<file path="config.mk">
export PLATFORM = sky130hd
export DESIGN_NAME = ps2_mouse_packet_accumulator_core_flat
export DESIGN_NICKNAME = d
export VERILOG_FILES = /design/src/hdl/ps2ma_pkg.sv /design/src/hdl/ps2ma_if.sv /design/src/hdl/ps2_mouse_packet_accumulator_core.sv /design/src/hdl/ps2ma_in_reg.sv /design/src/hdl/ps2ma_framer.sv /design/src/hdl/ps2ma_accum.sv /design/src/flat_wrapper.sv
export SDC_FILE = /design/constraint.sdc
export NUM_CORES = 1
export LEC_CHECK = 0
export BUFFER_PORTS_ARGS = -buffer_cell sky130_fd_sc_hd__buf_2
export CORE_ASPECT_RATIO = 1.2
export CORE_UTILIZATION = 55
export DETAILED_ROUTE_END_ITERATION = 8
export MAX_ROUTING_LAYER = met4
export PLACE_DENSITY = 0.77
export REMOVE_ABC_BUFFERS = 1
export SETUP_SLACK_MARGIN = 0.05
export SLEW_MARGIN = 20
export SYNTH_ARGS = -nofsm -noshare
export SYNTH_HDL_FRONTEND = slang
export SYNTH_SLANG_ARGS = --single-unit
</file>
<file path="constraint.sdc">
create_clock -name clk -period 3.9 [get_ports clk]
set_input_delay 0.78 -clock clk [delete_from_list [all_inputs] [get_ports clk]]
set_output_delay 0.78 -clock clk [all_outputs]
set_load 0.02 [all_outputs]
</file>
<file path="src/hdl/ps2ma_pkg.sv">
// ----------------------------------------------------------------------------
// ps2ma_pkg
// Types and constants shared by the PS/2 mouse packet accumulator.
// ----------------------------------------------------------------------------
package ps2ma_pkg;

    localparam int PADDR_W = 3;
    localparam int PDATA_W = 32;

    // register index, taken from paddr[2]
    localparam logic REG_WHEEL_MODE = 1'b0;

    // request codes
    localparam logic FUNC_RX_BYTE = 1'b0;
    localparam logic FUNC_READ    = 1'b1;

    localparam logic [7:0] ACK_BYTE  = 8'hFA;
    localparam int         SYNC_BIT  = 3;
    localparam int         XSIGN_BIT = 4;
    localparam int         YSIGN_BIT = 5;
    localparam int         XOVF_BIT  = 6;
    localparam int         YOVF_BIT  = 7;

    localparam logic signed [7:0] WHEEL_MAX = 8'sd7;
    localparam logic signed [7:0] WHEEL_MIN = -8'sd8;

    typedef struct packed {
        logic       valid;
        logic       func;
        logic [7:0] rx_byte;
    } item_t;

    typedef struct packed {
        logic              valid;
        logic [2:0]        buttons;
        logic signed [8:0] dx;
        logic signed [8:0] dy;
        logic signed [7:0] wheel;
    } pkt_t;

    function automatic logic signed [7:0] clamp_wheel(input logic [7:0] raw);
        logic signed [7:0] w;
        w = $signed(raw);
        if (w > WHEEL_MAX)
            return WHEEL_MAX;
        else if (w < WHEEL_MIN)
            return WHEEL_MIN;
        else
            return w;
    endfunction

endpackage

</file>
<file path="src/hdl/ps2ma_if.sv">
// ----------------------------------------------------------------------------
// ps2ma_req_if / ps2ma_rsp_if
// Valid/ready channels for requests and read results.
// ----------------------------------------------------------------------------
interface ps2ma_req_if;
    logic       valid;
    logic       ready;
    logic       func;
    logic [7:0] rx_byte;

    modport source (output valid, output func, output rx_byte, input ready);
    modport sink   (input valid, input func, input rx_byte, output ready);
endinterface

interface ps2ma_rsp_if;
    logic              valid;
    logic              ready;
    logic signed [15:0] move_x;
    logic signed [15:0] move_y;
    logic signed [7:0]  wheel_sum;
    logic [2:0]         button_bits;
    logic               has_motion;

    modport source (output valid, output move_x, output move_y, output wheel_sum,
                    output button_bits, output has_motion, input ready);
    modport sink   (input valid, input move_x, input move_y, input wheel_sum,
                    input button_bits, input has_motion, output ready);
endinterface

</file>
<file path="src/hdl/ps2_mouse_packet_accumulator_core.sv">
// ----------------------------------------------------------------------------
// ps2_mouse_packet_accumulator_core
// Gathers PS/2 mouse bytes into packets, accumulates motion and answers reads.
// ----------------------------------------------------------------------------
//  channel | direction | beat contents
//  --------+-----------+------------------------------------------------------
//  req     | in        | func, rx_byte (mouse byte or read-and-clear request)
//  rsp     | out       | move_x, move_y, wheel_sum, button_bits, has_motion
//  apb     | in        | wheel_mode register at byte address 0
//
//  one request beat per cycle while no read is held; a beat is registered in
//  the input register and then applied to the framer and accumulators, where a
//  read also loads the result register and sets rsp.valid
//  mouse bytes never stall in the input register; a read waits there only while an
//  earlier result is still held and rsp.ready is low
//  rst_n clears byte position, sums, buttons and both valid flags at once
// ----------------------------------------------------------------------------
module ps2_mouse_packet_accumulator_core #(
    parameter int ACC_WIDTH = 16
) (
    input  logic                          clk,
    input  logic                          rst_n,
    ps2ma_req_if.sink                     req,
    ps2ma_rsp_if.source                   rsp,
    input  logic                          psel,
    input  logic                          penable,
    input  logic                          pwrite,
    input  logic [ps2ma_pkg::PADDR_W-1:0] paddr,
    input  logic [ps2ma_pkg::PDATA_W-1:0] pwdata,
    output logic [ps2ma_pkg::PDATA_W-1:0] prdata,
    output logic                          pready
);
    import ps2ma_pkg::*;

    item_t item;
    pkt_t  pkt;
    logic  advance;
    logic  wheel_mode_reg;
    logic  wheel_mode_next;
    logic  reg_hit;

    // register file: single mode bit, index from paddr[2]
    assign pready  = 1'b1;
    assign reg_hit = (paddr[2] == REG_WHEEL_MODE);

    always_comb
    begin
        wheel_mode_next = wheel_mode_reg;
        if (psel && penable && pwrite && reg_hit)
            wheel_mode_next = pwdata[0];
    end

    always_ff @(posedge clk or negedge rst_n)
    begin
        if (!rst_n)
            wheel_mode_reg <= 1'b0;
        else
            wheel_mode_reg <= wheel_mode_next;
    end

    assign prdata = reg_hit ? PDATA_W'(wheel_mode_reg) : '0;

    // input register stage
    ps2ma_in_reg u_in_reg (
        .clk     (clk),
        .rst_n   (rst_n),
        .req     (req),
        .advance (advance),
        .item    (item)
    );

    // packet assembly and decode
    ps2ma_framer u_framer (
        .clk        (clk),
        .rst_n      (rst_n),
        .item       (item),
        .advance    (advance),
        .wheel_mode (wheel_mode_reg),
        .pkt        (pkt)
    );

    // accumulators and result register; also decides when the stage moves
    ps2ma_accum #(
        .ACC_WIDTH (ACC_WIDTH)
    ) u_accum (
        .clk     (clk),
        .rst_n   (rst_n),
        .item    (item),
        .pkt     (pkt),
        .advance (advance),
        .rsp     (rsp)
    );

endmodule

</file>
<file path="src/hdl/ps2ma_in_reg.sv">
// ----------------------------------------------------------------------------
// ps2ma_in_reg
// Input register stage for request beats.
// ----------------------------------------------------------------------------
module ps2ma_in_reg (
    input  logic            clk,
    input  logic            rst_n,
    ps2ma_req_if.sink       req,
    input  logic            advance,
    output ps2ma_pkg::item_t item
);
    import ps2ma_pkg::*;

    logic       valid_reg;
    logic       valid_next;
    logic       func_reg;
    logic [7:0] byte_reg;
    logic       take;

    assign req.ready = !valid_reg || advance;
    assign take      = req.valid && req.ready;

    always_comb
    begin
        valid_next = valid_reg;
        if (take)
            valid_next = 1'b1;
        else if (advance)
            valid_next = 1'b0;
    end

    always_ff @(posedge clk or negedge rst_n)
    begin
        if (!rst_n)
            valid_reg <= 1'b0;
        else
            valid_reg <= valid_next;
    end

    always_ff @(posedge clk)
    begin
        if (take)
        begin
            func_reg <= req.func;
            byte_reg <= req.rx_byte;
        end
    end

    assign item.valid   = valid_reg;
    assign item.func    = func_reg;
    assign item.rx_byte = byte_reg;

endmodule

</file>
<file path="src/hdl/ps2ma_framer.sv">
// ----------------------------------------------------------------------------
// ps2ma_framer
// Gathers mouse bytes into packets and decodes a completed packet.
// ----------------------------------------------------------------------------
module ps2ma_framer (
    input  logic             clk,
    input  logic             rst_n,
    input  ps2ma_pkg::item_t item,
    input  logic             advance,
    input  logic             wheel_mode,
    output ps2ma_pkg::pkt_t  pkt
);
    import ps2ma_pkg::*;

    logic [1:0] pos_reg;
    logic [1:0] pos_next;
    logic [7:0] pb_reg [3];
    logic [7:0] b;
    logic       byte_beat;
    logic       drop;
    logic       complete;
    logic       store;
    logic [1:0] last_pos;
    logic [7:0] status;

    assign b         = item.rx_byte;
    assign byte_beat = advance && (item.func == FUNC_RX_BYTE);
    assign drop      = (b == ACK_BYTE) || ((pos_reg == 2'd0) && !b[SYNC_BIT]);
    assign last_pos  = wheel_mode ? 2'd3 : 2'd2;
    assign complete  = pos_reg >= last_pos;
    assign store     = byte_beat && !drop && (pos_reg != 2'd3);

    always_comb
    begin
        pos_next = pos_reg;
        if (byte_beat && !drop)
        begin
            if (complete)
                pos_next = 2'd0;
            else
                pos_next = pos_reg + 2'd1;
        end
    end

    always_ff @(posedge clk or negedge rst_n)
    begin
        if (!rst_n)
            pos_reg <= 2'd0;
        else
            pos_reg <= pos_next;
    end

    always_ff @(posedge clk)
    begin
        if (store)
            pb_reg[pos_reg] <= b;
    end

    // decode; the last byte is taken straight from the beat
    assign status = pb_reg[0];

    always_comb
    begin
        pkt.valid   = byte_beat && !drop && complete && status[SYNC_BIT]
                      && !status[XOVF_BIT] && !status[YOVF_BIT];
        pkt.buttons = status[2:0];
        pkt.dx      = $signed({status[XSIGN_BIT], pb_reg[1]});
        pkt.dy      = (pos_reg == 2'd2) ? $signed({status[YSIGN_BIT], b})
                                        : $signed({status[YSIGN_BIT], pb_reg[2]});
        pkt.wheel   = wheel_mode ? clamp_wheel(b) : 8'sd0;
    end

endmodule

</file>
<file path="src/hdl/ps2ma_accum.sv">
// ----------------------------------------------------------------------------
// ps2ma_accum
// Motion accumulators, button latch and read result register.
// ----------------------------------------------------------------------------
module ps2ma_accum #(
    parameter int ACC_WIDTH = 16
) (
    input  logic             clk,
    input  logic             rst_n,
    input  ps2ma_pkg::item_t item,
    input  ps2ma_pkg::pkt_t  pkt,
    output logic             advance,
    ps2ma_rsp_if.source      rsp
);
    import ps2ma_pkg::*;

    logic signed [ACC_WIDTH-1:0] sum_x_reg, sum_x_next;
    logic signed [ACC_WIDTH-1:0] sum_y_reg, sum_y_next;
    logic signed [7:0]           sum_w_reg, sum_w_next;
    logic [2:0]                  btn_reg, btn_next;
    logic                        out_valid_reg, out_valid_next;
    logic                        read_beat;

    assign advance   = item.valid && ((item.func == FUNC_RX_BYTE) || !out_valid_reg
                                      || rsp.ready);
    assign read_beat = advance && (item.func == FUNC_READ);

    always_comb
    begin
        sum_x_next     = sum_x_reg;
        sum_y_next     = sum_y_reg;
        sum_w_next     = sum_w_reg;
        btn_next       = btn_reg;
        out_valid_next = out_valid_reg && !rsp.ready;
        if (read_beat)
        begin
            sum_x_next     = '0;
            sum_y_next     = '0;
            sum_w_next     = '0;
            out_valid_next = 1'b1;
        end
        else if (pkt.valid)
        begin
            sum_x_next = sum_x_reg + ACC_WIDTH'(pkt.dx);
            sum_y_next = sum_y_reg + ACC_WIDTH'(pkt.dy);
            sum_w_next = sum_w_reg + pkt.wheel;
            btn_next   = pkt.buttons;
        end
    end

    always_ff @(posedge clk or negedge rst_n)
    begin
        if (!rst_n)
        begin
            sum_x_reg     <= '0;
            sum_y_reg     <= '0;
            sum_w_reg     <= '0;
            btn_reg       <= '0;
            out_valid_reg <= 1'b0;
        end
        else
        begin
            sum_x_reg     <= sum_x_next;
            sum_y_reg     <= sum_y_next;
            sum_w_reg     <= sum_w_next;
            btn_reg       <= btn_next;
            out_valid_reg <= out_valid_next;
        end
    end

    // result register, loaded by a read beat
    always_ff @(posedge clk)
    begin
        if (read_beat)
        begin
            rsp.move_x      <= 16'(sum_x_reg);
            rsp.move_y      <= 16'(sum_y_reg);
            rsp.wheel_sum   <= sum_w_reg;
            rsp.button_bits <= btn_reg;
            rsp.has_motion  <= (sum_x_reg != '0) || (sum_y_reg != '0) || (sum_w_reg != '0);
        end
    end

    assign rsp.valid = out_valid_reg;

endmodule

</file>
<file path="src/flat_wrapper.sv">
// flat-port wrapper written by rule: the top's interface ports become plain ports
module ps2_mouse_packet_accumulator_core_flat import ps2ma_pkg::*;
#(
    parameter int ACC_WIDTH = 16
)
  (clk, rst_n, psel, penable, pwrite, paddr, pwdata, prdata, pready, req_valid, req_func, req_rx_byte, req_ready, rsp_valid, rsp_move_x, rsp_move_y, rsp_wheel_sum, rsp_button_bits, rsp_has_motion, rsp_ready);
  ps2ma_req_if req_i ();
  ps2ma_rsp_if rsp_i ();
  input  logic clk;
  input  logic rst_n;
  input  logic psel;
  input  logic penable;
  input  logic pwrite;
  input  logic [ps2ma_pkg::PADDR_W-1:0] paddr;
  input  logic [ps2ma_pkg::PDATA_W-1:0] pwdata;
  output logic [ps2ma_pkg::PDATA_W-1:0] prdata;
  output logic pready;
  input wire logic [$bits(req_i.valid)-1:0] req_valid;
  input wire logic [$bits(req_i.func)-1:0] req_func;
  input wire logic [$bits(req_i.rx_byte)-1:0] req_rx_byte;
  output wire logic [$bits(req_i.ready)-1:0] req_ready;
  output wire logic [$bits(rsp_i.valid)-1:0] rsp_valid;
  output wire logic [$bits(rsp_i.move_x)-1:0] rsp_move_x;
  output wire logic [$bits(rsp_i.move_y)-1:0] rsp_move_y;
  output wire logic [$bits(rsp_i.wheel_sum)-1:0] rsp_wheel_sum;
  output wire logic [$bits(rsp_i.button_bits)-1:0] rsp_button_bits;
  output wire logic [$bits(rsp_i.has_motion)-1:0] rsp_has_motion;
  input wire logic [$bits(rsp_i.ready)-1:0] rsp_ready;
  assign req_i.valid = req_valid;
  assign req_i.func = req_func;
  assign req_i.rx_byte = req_rx_byte;
  assign req_ready = req_i.ready;
  assign rsp_valid = rsp_i.valid;
  assign rsp_move_x = rsp_i.move_x;
  assign rsp_move_y = rsp_i.move_y;
  assign rsp_wheel_sum = rsp_i.wheel_sum;
  assign rsp_button_bits = rsp_i.button_bits;
  assign rsp_has_motion = rsp_i.has_motion;
  assign rsp_i.ready = rsp_ready;
  ps2_mouse_packet_accumulator_core #(.ACC_WIDTH(ACC_WIDTH)) u_core (.clk(clk), .rst_n(rst_n), .req(req_i), .rsp(rsp_i), .psel(psel), .penable(penable), .pwrite(pwrite), .paddr(paddr), .pwdata(pwdata), .prdata(prdata), .pready(pready));
endmodule
</file>
* Yosys cells after proc, flatten, opt, wreduce, memory -nomap -nowiden *
Memories as Yosys holds them, arrays and structs flattened.
Index checks and enable logic that the tools add are counted.

operators by class
  add/sub/neg operators = 4
  magnitude comparators = 3
  eq/ne operators = 3
  mux-type cells = 18
  bitwise logic cells = 3
  reduce and logical (&&, ||, !) cells = 35

operators with widths
  operator                                                              number
  16-bit 2-to-1 mux                                                     4
  8-bit 2-to-1 mux                                                      6
  16-bit by 9-bit adder with 16-bit output                              2
  16-bit nonzero test                                                   2
  1-bit logical AND                                                     15
  8-bit adder                                                           1
  8-bit equality test, second input constant                            1
  8-bit by 4-bit > comparator with 1-bit output, second input constant  1
  8-bit by 4-bit < comparator with 1-bit output, second input constant  1
  8-bit nonzero test                                                    1
  1-bit logical NOT                                                     7
  1-bit 2-to-1 mux                                                      7
  1-bit logical OR                                                      6
  2-bit nonzero test                                                    2
  1-bit NOT                                                             3
  2-bit by 1-bit adder with 2-bit output, second input constant         1
  2-bit equality test, second input constant                            1
  2-bit >= comparator                                                   1
  2-bit logical NOT                                                     1
  2-bit 2-to-1 mux                                                      1
  2-bit != test, second input constant                                  1
  2-bit AND reduction                                                   1

word-level totals
  register bits after elaboration = 101
  bits in writable memories = 24
  input bits = 51
  output and inout port bits = 79
  logic and storage cells = 82
  memories kept = 1

memory list
  name                    words  bits a word  rd ports  clocked after Yosys merged registers in  wr ports  line                text
  u_core.u_framer.pb_reg  3      8            3         0                                        1         ps2ma_framer.sv:17  logic [7:0] pb_reg [3];

* Longest topological paths before layout *
  depth in word-level cells = 12
  mapped depth = 14
  gate-level depth less buffers = 14

* Hierarchy *
A second synthesis with hierarchy kept.

second synthesis, totals
  cell total of the unflattened synthesis = 580
  area total of the unflattened synthesis = 6800.3 um^2

modules (own cells, without submodules)
  module                             instances  cells an instance  area an instance (um^2)  seq. area each (um^2)
  ps2ma_accum                        1          443                4933.5                   2422.3
  ps2ma_framer                       1          84                 1226.2                   770.7
  ps2ma_in_reg                       1          15                 339.1                    295.3
  ps2_mouse_packet_accumulator_core  1          38                 301.5                    25.0

* Worst setup path before layout *
Ideal clock, no wire load.

  path type = register to register
  from = register u_core.u_framer.pos_reg[0]
  to = register u_core.u_accum.sum_y_reg[15]
  library setup time = 0.069 ns
  data arrival time = 3.208 ns
  data required time = 3.831 ns
  slack = 0.623 ns
  cell stages (with the launch flop) = 14
  clock period less this slack = 3.277 ns
  path through = dfrtp_1 -> inv_1 -> ha_1 -> clkbuf_1 -> mux2_2 -> ha_1 -> a21oi_1 -> o211ai_1 -> a41oi_1 -> a21oi_1 -> a211o_1 -> xnor2_1 -> or3_1 -> nand3_1

between the ends
  longest elaborated chain between the ends = 10
  elaborated cells on any way between the ends = 16

RTL lines
  what                                                                               line                text
  from (decl)                                                                        ps2ma_framer.sv:15  logic [1:0] pos_reg;
  from (signal assigned)                                                             ps2ma_framer.sv:50  pos_reg <= pos_next;
  branches (longest 10 deep; another with 16-bit by 9-bit adder with 16-bit output)  -
  to (signal assigned)                                                               ps2ma_accum.sv:64   sum_y_reg <= sum_y_next;
  to (decl)                                                                          ps2ma_accum.sv:18   logic signed [ACC_WIDTH-1:0] sum_y_reg, sum_y_next;

Several ways; the timed one is not identified. The select of a mux whose other input is x is not followed.
A chain may end at the register's enable or synchronous reset.

* Worst setup path in the final report *
Ends and elaborated chain as after synthesis.

==> impl_metrics.ini <==
[setup_path]
cp_common_cell = a21oi_1
crit_path_max_fanout = 9
cp.required_ps = 4250
startpoint_type = flip-flop
path_cells = inv_1 -> ha_2 -> mux2_2 -> ha_1 -> a21oi_1 -> o211ai_1 -> a41oi_1 -> a21oi_1 -> a211o_1 -> xnor2_1 -> or3_1 -> nand3_1
critPathKind = flip-flop to flip-flop
worst_path_max_delay_cell = dfrtp_1
worstPathArrival_ps = 3920
end_kind = flip-flop
crit_path_max_incr_delay_ps = 430

[synth]
netlist_area_um2 = 6420
yosys-top-cells-count = edfxtp_1 (77), dfrtp_1 (48), nand3_1 (48)
yosysUniqueCellTypes = 51
yosys.area_share.simple = 0.134
synthMuxAreaShare = 0.0173
yosysTopAreaCell = edfxtp_1
synth-async-reset-ratio = 0.384
synth_edf_count = 77
synth_cells = 550
yosysMostFrequentCell = edfxtp_1
ys_ff_latch = 125
synth_top_family_by_area = simple AND/OR/NAND/NOR gates
synth_fa_ha_area_frac = 0.0932
synth_compound_area_frac = 0.108
yosys_most_used_dff = edfxtp_1
synth-seq-area-share = 0.547
yosysWarningCount = 0
synth_xor_area_frac = 0.0382
synth_top_area_frac = 0.360
yosys-top-cells-area = edfxtp_1 (36%), dfrtp_1 (19%), ha_1 (8.4%), buf_4 (3.9%), nand3_1 (3.7%)
syn_avg_cell_area_um2 = 11.7

[pwr]
power.density_nw_per_um2 = 524
total_power_mw = 3.84
p_leak_nw = 3.25
irDropWorstVdd_mv = 0.261

[placement]
routabilityCongestion = 0.901
place_ws_ps = 313
dpl_cell_area_um2 = 6740
place.port_buffers = 64
place_hpwl_um = 8330

[grt]
track_usage = 0.227
gr-total-overflow = 0
grt_pass1_wl_um = 20300
first_global_vias = 4295
grt_max_degree = 49
antenna_found_initial = 0

[floorplan]
die_area_um2 = 12100
pin_count = 130
die_w_um = 101
std_cell_rows = 42
coreArea_um2 = 11200
die-height_um = 120
initial_core_util = 0.574

[timing]
fin_tns_setup_ps = 0
period_needed_ps = 3580
slew_headroom = 0.563
clock.fmax_mhz = 279
setup_slack_ps = 322
tightest_slew_ps = 656
slew_violations = 0
timing.hold.ws_ps = 404
hold_viol = 0
finalCritPeriodShare = 0.917
finClkSkew_ps = 6.46
setup_violations = 0
grt_setup_unrepaired = false

[cts]
clockBufferDepth = 2
insertion_delay_ps = 410
cts_setup_buffers = 0
cts.sinks = 125
cts_max_level = 4
root_buffer = clkbuf_16
ctsHoldBuffers = 0
tritoncts = done
cts_made_buffers = 17
cts.clk_slew.worst_paths_ps = 50

[detailed_routing]
detail-route-antenna-nets = 0
via_count = 4358
drt_wl_total_um = 12300
avgViaCountPerCell = 5.53
drtIter0Drc = 243
drc = 0
firstDrtPassIters = 4
wire_per_inst_um = 15.6

[layout]
syn_to_final_growth_pct = 14.3
drive_above_1_share = 0.188
largest_reg_flops = 24
nNetsFinal = 718
fillCellCount = 819
diodes = 0
final_area_um2 = 7340

[outcome]
status = completed

[min_path]
hp-class = primary input to async pin

[job]
drv_cap = 0
==> cells by family (layout without fill, tap and decap cells) <==
group,after synthesis,in the layout
xor gates and xnor gates,28,28
other,2,32
DFF,125,125
AOI/OAI and AO/OA,112,112
buffers and inverters,58,112
and+or+nand+nor,169,169
adders and majority gates,46,46
muxes,10,10
==> timing repair <==
item / 4_1_cts / 5_1_grt
hold endpoints to repair: 0 / 0
setup endpoints to repair: 0 / 1
resized for setup: 0 / 1
==> report_power, final <==
part	internal (mW)	switching, mW
logic	0.253	0.388
clock network	1.03	0.543
registers	1.54	0.0861
total	2.83	1.02
==> area by class of cell <==
cell class	count	area, µm²	share of cell area
flip-flops and latches	125	3510	0.479
multi-input cells	397	2630	0.358
clock buffers	21	460	0.0627
repair buffers	69	360	0.0491
well taps	154	193	0.0263
clock inverters	11	141	0.0193
inverters	11	41.3	0.00563
==> cells in the final DEF, fill, tap and decap left out, drive strengths merged, types with 7 or more instances in the layout <==
cell type | netlist | routed
nor4 | 11 | 11
o21a | 12 | 12
nand3 | 49 | 49
mux2 | 9 | 9
xnor2 | 12 | 12
buf | 39 | 69
conb | 2 | 32
inv | 11 | 11
nand2b | 8 | 8
nor2 | 28 | 28
a21oi | 23 | 23
nor3 | 7 | 7
ha | 43 | 43
o21ai | 44 | 44
dfrtp | 48 | 48
edfxtp | 77 | 77
clkbuf | 8 | 21
xor2 | 16 | 16
nand2 | 37 | 37
nor2b | 7 | 7
a21o | 13 | 13
==> critical path: cells and delay by family, from the launching register on <==
| family | cells | cell delay [ps] |
|---|---|---|
| AO/OA/AOI/OAI | 5 | 1380 |
| XOR/XNOR | 1 | 160 |
| adder cells (fa/ha/maj) | 2 | 630 |
| buffers and inverters | 1 | 130 |
| flip-flops | 1 | 430 |
| multiplexers | 1 | 370 |
| AND/OR/NAND/NOR | 2 | 410 |
==> per-layer routing <==
metal,vias to the layer above,global-route usage,wire length (µm)
li1,2095,-,-
met1,2107,0.263,4850
met2,140,0.384,6550
met3,16,0.0451,684
met4,0,0.0951,184
met5,-,-,0
==> worst paths after layout <==
kind / start / to / slack [ps] / cells past startpoint
max: u_core.u_framer.pos_reg[0] / u_core.u_accum.sum_y_reg[15] / 320 / 12
min in group clk: u_core.u_accum.btn_reg[0] / u_core.u_accum.rsp.button_bits[0] / 450 / 0
min: rst_n / u_core.u_accum.sum_y_reg[11] / 400 / 1
max in group asynchronous: rst_n / u_core.u_accum.sum_x_reg[3] / 3060 / 1
max reg2reg: u_core.u_framer.pos_reg[0] / u_core.u_accum.sum_y_reg[15] / 320 / 12
min reg2reg: u_core.u_accum.btn_reg[0] / u_core.u_accum.rsp.button_bits[0] / 450 / 0
==> per-stage QoR <==
step	cells	utilization
6_report	788	0.656
5_1_grt	788	0.656
4_1_cts	788	0.655
3_5_place_dp	756	0.602
3_3_place_gp	756	0.601
2_1_floorplan	533	-
Power figures use the tool's default switching activity.
